--- src/lae_pkg.sv ---
// Package for the linear ADSR envelope: widths, full-scale constant,
// stage codes and the request/step structs. No dependencies.
`timescale 1ns / 1ps

package lae_pkg;

    localparam int FULL_SCALE_BITS = 16;
    localparam int FIELD_W         = 17;
    localparam int LVL_W           = FULL_SCALE_BITS + 1;
    localparam int SUM_W           = ((LVL_W > FIELD_W) ? LVL_W : FIELD_W) + 1;

    localparam logic [SUM_W-1:0] FULL_SCALE_S = SUM_W'(1) << FULL_SCALE_BITS;
    localparam logic [LVL_W-1:0] FULL_SCALE_L = LVL_W'(1) << FULL_SCALE_BITS;

    typedef enum logic [1:0] {
        STAGE_RELEASE = 2'd0,
        STAGE_ATTACK  = 2'd1,
        STAGE_DECAY   = 2'd2
    } t_stage;

    typedef struct packed {
        logic               gate;
        logic               restart;
        logic [FIELD_W-1:0] attack_step;
        logic [FIELD_W-1:0] decay_step;
        logic [FIELD_W-1:0] sustain_level;
        logic [FIELD_W-1:0] release_step;
    } t_req;

    typedef struct packed {
        logic [LVL_W-1:0] level;
        t_stage           stage;
        logic             in_attack;
    } t_step;

endpackage

--- src/lae_step.sv ---
// Single-sample envelope update: restart, attack, decay/sustain, release.
// Depends on lae_pkg.
`timescale 1ns / 1ps

module lae_step (
    input  lae_pkg::t_req               i_req,
    input  logic [lae_pkg::LVL_W-1:0]   i_env,
    input  logic                        i_prev_gate,
    input  logic                        i_in_attack,
    output lae_pkg::t_step              o_step
);

    logic [lae_pkg::SUM_W-1:0] w_env;
    logic [lae_pkg::SUM_W-1:0] w_atk;
    logic [lae_pkg::SUM_W-1:0] w_dec;
    logic [lae_pkg::SUM_W-1:0] w_rel;
    logic [lae_pkg::SUM_W-1:0] w_sus_raw;
    logic [lae_pkg::SUM_W-1:0] w_sus;
    logic [lae_pkg::SUM_W-1:0] w_sum;
    logic [lae_pkg::SUM_W-1:0] w_dec_diff;
    logic [lae_pkg::SUM_W-1:0] w_rel_diff;
    logic                      w_prev;
    logic                      w_attack;

    always_comb begin
        w_env      = i_req.restart ? '0 : lae_pkg::SUM_W'(i_env);
        w_prev     = i_req.restart ? 1'b0 : i_prev_gate;
        w_atk      = lae_pkg::SUM_W'(i_req.attack_step);
        w_dec      = lae_pkg::SUM_W'(i_req.decay_step);
        w_rel      = lae_pkg::SUM_W'(i_req.release_step);
        w_sus_raw  = lae_pkg::SUM_W'(i_req.sustain_level);
        w_sus      = (w_sus_raw > lae_pkg::FULL_SCALE_S) ? lae_pkg::FULL_SCALE_S : w_sus_raw;
        w_sum      = w_env + w_atk;
        w_dec_diff = w_env - w_dec;
        w_rel_diff = w_env - w_rel;
        w_attack   = i_in_attack || (i_req.gate && !w_prev);

        o_step.in_attack = i_in_attack;
        if (i_req.gate) begin
            o_step.in_attack = w_attack;
            if (w_attack) begin
                o_step.stage = lae_pkg::STAGE_ATTACK;
                if (w_sum >= lae_pkg::FULL_SCALE_S) begin
                    o_step.level     = lae_pkg::FULL_SCALE_L;
                    o_step.in_attack = 1'b0;
                end else begin
                    o_step.level = w_sum[lae_pkg::LVL_W-1:0];
                end
            end else begin
                o_step.stage = lae_pkg::STAGE_DECAY;
                if (w_env > w_dec && w_dec_diff >= w_sus) begin
                    o_step.level = w_dec_diff[lae_pkg::LVL_W-1:0];
                end else begin
                    o_step.level = w_sus[lae_pkg::LVL_W-1:0];
                end
            end
        end else begin
            o_step.stage = lae_pkg::STAGE_RELEASE;
            o_step.level = (w_env > w_rel) ? w_rel_diff[lae_pkg::LVL_W-1:0] : '0;
        end
    end

endmodule

--- src/linear_adsr_envelope.sv ---
// Linear ADSR envelope generator, one sample per request. Takes one request
// every clock while o_stall is low: a request is registered in r_req, updated
// combinationally against the envelope state and held in an output register
// until taken, so the sustained rate is one sample per cycle unless i_stall
// holds a full output register; the add, compare and saturate on the level
// sit between r_req and the output register. Levels are unsigned fixed point,
// full scale 1 << FULL_SCALE_BITS (65536). Depends on lae_pkg and lae_step.
`timescale 1ns / 1ps

module linear_adsr_envelope (
    input  logic                          i_clk,
    input  logic                          i_rst_n,
    input  logic                          i_valid,
    output logic                          o_stall,
    input  logic                          i_gate,
    input  logic                          i_restart,
    input  logic [lae_pkg::FIELD_W-1:0]   i_attack_step,
    input  logic [lae_pkg::FIELD_W-1:0]   i_decay_step,
    input  logic [lae_pkg::FIELD_W-1:0]   i_sustain_level,
    input  logic [lae_pkg::FIELD_W-1:0]   i_release_step,
    output logic                          o_valid,
    input  logic                          i_stall,
    output logic [lae_pkg::FIELD_W-1:0]   o_level,
    output logic [1:0]                    o_stage
);

    logic                         r_in_valid;
    lae_pkg::t_req                r_req;
    logic                         r_out_valid;
    logic [lae_pkg::LVL_W-1:0]    r_out_level;
    lae_pkg::t_stage              r_out_stage;
    logic [lae_pkg::LVL_W-1:0]    r_env;
    logic                         r_prev_gate;
    logic                         r_in_attack;
    logic                         w_move;
    logic                         w_accept;
    lae_pkg::t_step               w_step;
    logic [lae_pkg::SUM_W-1:0]    w_level_ext;

    assign w_move   = r_in_valid && (!r_out_valid || !i_stall);
    assign o_stall  = r_in_valid && !w_move;
    assign w_accept = i_valid && !o_stall;

    lae_step u_step (
        .i_req       (r_req),
        .i_env       (r_env),
        .i_prev_gate (r_prev_gate),
        .i_in_attack (r_in_attack),
        .o_step      (w_step)
    );

    always_ff @(posedge i_clk) begin
        if (!i_rst_n) begin
            r_in_valid  <= 1'b0;
            r_out_valid <= 1'b0;
            r_env       <= '0;
            r_prev_gate <= 1'b0;
            r_in_attack <= 1'b0;
        end else begin
            r_in_valid <= w_accept || (r_in_valid && !w_move);
            if (w_move) begin
                r_out_valid <= 1'b1;
                r_env       <= w_step.level;
                r_prev_gate <= r_req.gate;
                r_in_attack <= w_step.in_attack;
            end else if (!i_stall) begin
                r_out_valid <= 1'b0;
            end
        end
    end

    always_ff @(posedge i_clk) begin
        if (w_accept) begin
            r_req.gate          <= i_gate;
            r_req.restart       <= i_restart;
            r_req.attack_step   <= i_attack_step;
            r_req.decay_step    <= i_decay_step;
            r_req.sustain_level <= i_sustain_level;
            r_req.release_step  <= i_release_step;
        end
        if (w_move) begin
            r_out_level <= w_step.level;
            r_out_stage <= w_step.stage;
        end
    end

    assign w_level_ext = lae_pkg::SUM_W'(r_out_level);
    assign o_valid     = r_out_valid;
    assign o_level     = w_level_ext[lae_pkg::FIELD_W-1:0];
    assign o_stage     = r_out_stage;

    a_level_bound: assert property (@(posedge i_clk) disable iff (!i_rst_n)
        r_env <= lae_pkg::FULL_SCALE_L)
        else $error("envelope level above full scale");

    a_stage_code: assert property (@(posedge i_clk) disable iff (!i_rst_n)
        r_out_valid |-> (r_out_stage == lae_pkg::STAGE_RELEASE
                         || r_out_stage == lae_pkg::STAGE_ATTACK
                         || r_out_stage == lae_pkg::STAGE_DECAY))
        else $error("unused stage code at output");

    a_attack_ends: assert property (@(posedge i_clk) disable iff (!i_rst_n)
        (w_move && w_step.stage == lae_pkg::STAGE_ATTACK
         && w_step.level == lae_pkg::FULL_SCALE_L) |=> !r_in_attack)
        else $error("attack not ended at full scale");

    a_stall_only_full: assert property (@(posedge i_clk) disable iff (!i_rst_n)
        o_stall |-> (r_in_valid && r_out_valid && i_stall))
        else $error("input stalled with room downstream");

    a_gate_tracked: assert property (@(posedge i_clk) disable iff (!i_rst_n)
        w_move |=> (r_prev_gate == $past(r_req.gate)))
        else $error("previous gate not updated");

endmodule
--- config.mk ---
export PLATFORM = sky130hd
export DESIGN_NAME = linear_adsr_envelope
export DESIGN_NICKNAME = d
export VERILOG_FILES = /design/src/lae_pkg.sv /design/src/lae_step.sv /design/src/linear_adsr_envelope.sv
export SDC_FILE = /design/constraint.sdc
export NUM_CORES = 1
export LEC_CHECK = 0
export ABC_CLOCK_PERIOD_IN_PS = 4700
export BUFFER_PORTS_ARGS = -buffer_cell sky130_fd_sc_hd__buf_2
export CORE_UTILIZATION = 45
export CTS_CLUSTER_SIZE = 20
export DETAILED_ROUTE_END_ITERATION = 8
export GPL_ROUTABILITY_DRIVEN = 0
export PLACE_DENSITY = 0.72
export SLEW_MARGIN = 25
export SYNTH_ARGS = -nofsm -noshare
export SYNTH_HDL_FRONTEND = slang
export SYNTH_SLANG_ARGS = --single-unit
export TNS_END_PERCENT = 20
--- constraint.sdc ---
create_clock -name i_clk -period 4.7 [get_ports i_clk]
set_input_delay 0.47 -clock i_clk [delete_from_list [all_inputs] [get_ports i_clk]]
set_output_delay 0.47 -clock i_clk [all_outputs]
set_load 0.02 [all_outputs]
# Word-level counts from Yosys, hierarchy flattened
# Cells that the tools add are included.
word_totals:
  reg_bits: 110
  input_bits: 74
  wordCells: 48
classes:
  n_addsub: 3
  order_cmp: 5
  n_eq_ne: 1
  mux: 12
  reduce_logical: 14
ops:
  columns: ["cell", "count"]
  rows:
  - ["2-to-1 mux 17 bit", 5]
  - ["2-to-1 mux 19 bit", 2]
  - ["greater-than comparator 18 x 17 -> 1 bit", 2]
  - ["adder 18 x 17 -> 18 bit", 1]
  - ["greater-or-equal comparator 18 x 17 -> 1 bit, second input constant", 1]
  - ["greater-or-equal comparator 18 bit", 1]
  - ["subtractor 18 x 17 -> 18 bit", 1]
  - ["greater-than comparator 17 bit, second input constant", 1]
  - ["subtractor 17 bit", 1]
  - ["logical AND 1 bit", 5]
  - ["logical NOT 1 bit", 5]
  - ["2-to-1 mux 1 bit", 5]
  - ["logical OR 1 bit", 3]
  - ["inequality test 2 x 1 -> 1 bit, second input constant", 1]
  - ["AND reduction 2 bit", 1]

# Logic depth before layout (Yosys ltp)
depth:
  ltp_word: 8
  ltp_mapped: 23
  mapped_depth_nobuf: 19

# Cells and area by module
# Synthesis repeated with hierarchy kept, for this count alone.
unflattened:
  hier_cells: 833
  area_unflattened_um2: 8156.6
by_module_without_submodules:
  columns: ["module", "n_inst", "cells_each", "area_per_inst_um2"]
  rows:
  - ["lae_step", 1, 654, 4629.4]
  - ["linear_adsr_envelope", 1, 179, 3527.1]

# Worst setup path after synthesis
# No wires, ideal clock.
synth_timing:
  kind: "reg2reg"
  startpoint: "register r_req[68] (netlist bit)"
  endpoint: "register r_out_level, in the netlist o_level[5], data pin"
  setup_ns: 0.259
  t_arrival_ns: 4.821
  required_time_ns: 4.441
  setup_slack_ns: -0.381
  path_stages_with_launch: 23
  cell_sequence: "edfxtp_1 > buf_4 > buf_4 > clkbuf_1 > clkbuf_1 > nor2b_1 > ha_1 > o21a_1 > o31a_1 > o31ai_4 > o211ai_1 > a21oi_1 > xnor2_1 > ha_1 > a21oi_1 > nor2b_1 > o311a_1 > a2111oi_0 > a31oi_1 > o22ai_4 > mux2_4 > a221oi_2 > inv_1"
synth_rtl:
  columns: ["item", "line_no", "source"]
  rows:
  - ["from (decl)", "linear_adsr_envelope.sv:28", "lae_pkg::t_req r_req;"]
  - ["to (signal assigned)", "linear_adsr_envelope.sv:82", "r_out_level <= w_step.level;"]
  - ["to (decl)", "linear_adsr_envelope.sv:30", "logic [lae_pkg::LVL_W-1:0] r_out_level;"]

==> flow_metrics.tcl <==
set metrics [dict create \
    p_leak_nw 4.01 \
    grt.total_usage_pct 23.5 \
    grt-ovfl-total 0 \
    worstMarginPinSlew_ns 0.750 \
    finalCritPeriodShare_pct 98.6 \
    grt_max_degree 57 \
    slew_headroom_pct 49.9 \
    ir_drop_mv 0.222 \
    die_h_um 134 \
    cts-buffers-inserted 9 \
    critPathMaxStageDelay_ns 0.46 \
    antenna_found_initial 0 \
    portBuffers 94 \
    synth_common_cells "edfxtp_1, nand2_1, inv_1" \
    htree_levels 3 \
    whs_path_depth 1 \
    diodes 0 \
    routed_via_density 5.81 \
    fp.dieArea_um2 18000 \
    clkLatencyLatePin_ns 0.36 \
    syn_nets 950 \
    crit_slowest_cell "edfxtp_1" \
    vias 6879 \
    pwr_density_cell_nw_per_um2 269 \
    ys_ff_latch 110 \
    drv_slew 0 \
    final_cells 1185 \
    drt-total-wl_um 21000 \
    start_util_pct 46.8 \
    grt_pass1_wl_um 32400 \
    cp_max_fo 7 \
    critical_path_class "register to register" \
    start_kind "register" \
    synth_area_leaders "edfxtp_1, ha_1, dfxtp_1" \
    nFillCells 1517 \
    fmax_ghz 0.216 \
    finalSetupViolCount 0 \
    io_pins 95 \
    clock_path_buffers 2 \
    drc 0 \
    synth_warnings 0 \
    rows 47 \
    clkSinkCount 110 \
    async_flop_share_pct 0 \
    path_delay_family "compound AO/OA/AOI/OAI gates" \
    yosys.area.top_type "edfxtp_1" \
    period_minus_slack_ns 4.64 \
    r2r-start "r_req[68]" \
    wl_per_cell_um 17.7 \
    skew_ns 0.0112 \
    core-area_um2 16800 \
    cp-end-kind "register" \
    yosysMostFrequentCell "edfxtp_1" \
    crit_arrival_ns 4.75 \
    drt_iter0_markers 622 \
    min_from "i_attack_step[6]" \
    fin_nets 1089 \
    grt_pass1_vias 6367 \
    die_w_um 134 \
    required_ns 4.82 \
    placed_cell_area_um2 8890 \
    area_delta_synth_final_pct 20.8 \
    hold_class "primary input to register" \
    ys.flop_type "edfxtp_1" \
    status "complete, no violations" \
    holdPathEnd "r_req[57]" \
    synthCells 821 \
    dp_hpwl_um 16000 \
    crit_chain "buf_6 -> nor2b_4 -> ha_4 -> nand2_1 -> mux2i_2 -> a221oi_4 -> o2111a_2 -> o31ai_4 -> xor2_1 -> ha_1 -> nand3_2 -> nor2_1 -> o311a_1 -> a2111oi_2 -> a31oi_1 -> o22ai_4 -> buf_12 -> mux2_4 -> a221oi_2 -> inv_1" \
    rsz0062_at_grt "yes" \
    drtPass1Iterations 5 \
    netlist.area_leader.share_pct 34.0 \
    avgSynthCellArea_um2 9.58 \
    path_clk_slew_ns 0.08 \
    drive_gt1_share_pct 26.1 \
    r2r_slack_ns 0.06 \
    yosysUniqueCellTypes 85 \
    ys_seq_area_share_pct 39.3 \
    critPathBufInv 3 \
    reg2reg_to "o_level[6]" \
    final_area_um2 9500 \
    max_cap_viol_count 0 \
    synth-edff-count 89 \
    dp_cells 1153 \
    antenna_left 0 \
    worstRegToRegCells 20 \
    clockRootBuffer "clkbuf_16" \
    syn-cell-area_um2 7870 \
    hold_viol_final 0 \
    cts_tree "done" \
]
[power by group]
part           leakage [nW]  switching, mW  total (mW)  internal, mW
Sequential             1.04         0.0464        1.16          1.12
Combinational          2.83          0.351       0.630         0.278
Clock                 0.143          0.351       0.764         0.413
[state kept, by name (all words and copies together), names as in the netlist]
| register | cells |
|---|---|
| r_req | 70 |
| r_in_attack | 1 |
| o_stage | 2 |
| o_level | 17 |
| r_env | 17 |
| r_prev_gate | 1 |
| r_in_valid | 1 |
| o_valid | 1 |
[how the worst max path moves through the flow]
stage                         start           to  slack [ns]  depth (start not counted)
after floorplan           r_req[68]   o_level[5]       0.002                         22
after global placement    r_req[68]  o_level[16]        0.02                         19
final                     r_req[68]   o_level[6]        0.06                         20
after detailed placement  r_req[68]  o_level[16]       -0.13                         19
after CTS                 r_req[68]   o_level[6]       0.008                         20
after global routing      r_req[68]   o_level[6]       -0.14                         20
[area by class of cell]
cell class	instances	area, µm²	area share, %
clock buffer	10	229	2.41
timing repair buffer	168	1050	11.0
sequential	110	3090	32.6
clock inverter	6	61.3	0.645
tap	220	275	2.90
inverter	63	236	2.49
multi-input combinational	608	4560	48.0
[placed cells by master, fill, tap and decap left out, drive strengths merged, types with 6 or more instances in the layout]
cell      n
a211oi    6
a21o     13
a21oi    53
a221oi    6
a22oi    12
a31oi    20
and2      9
buf     168
clkbuf   10
dfxtp    21
edfxtp   89
ha       54
inv      64
mux2     10
mux2i     8
nand2    72
nand2b   19
nand3    18
nand4     8
nor2     39
nor2b    35
nor3      8
nor4     14
o21ai    56
o21bai    6
o22ai     7
o31ai     7
xnor2    37
xor2     18
[through the flow]
step / hold slack [ns] / worst slack (ns) / total power [mW] / setup TNS (ns) / utilization [%]
floorplan: 0.445 / 0.00244 / 1.57 / 0 / -
global placement: 0.477 / 0.0208 / 1.75 / 0 / 52.9
detailed placement: 0.489 / -0.126 / 1.76 / -0.894 / 52.9
CTS: 0.267 / 0.00789 / 2.53 / 0 / 54.9
global route: 0.258 / -0.136 / 2.68 / -0.682 / 56.5
finish: 0.276 / 0.0638 / 2.56 / 0 / 56.5
[repair_timing]
action,CTS,global route
hold buffers,0,0
endpoints found under the hold margin,0,0
gates resized for setup,2,36
pin swaps,4,17
buffers inserted,5,12
gates cloned,0,0
endpoints found under the setup margin,22,34
[kinds of logic (layout without fill, tap and decap cells)]
group / count (synthesis) / in the layout / share of synthesized area [%]
AOI/OAI and AO/OA: 243 / 243 / 22.0
and+or+nand+nor: 234 / 234 / 15.0
DFF: 110 / 110 / 39.3
buffers and inverters: 103 / 247 / 5.72
adders and majority gates: 58 / 58 / 9.22
xor gates and xnor gates: 55 / 55 / 6.12
muxes: 18 / 18 / 2.59
[layer usage]
layer  GRT usage [%]  share of wire (%)
met5               0                  0
met4            6.93                2.4
met3            4.80                8.1
met2            36.7                 44
met1            32.8                 45
Power figures use the tool's default switching activity.
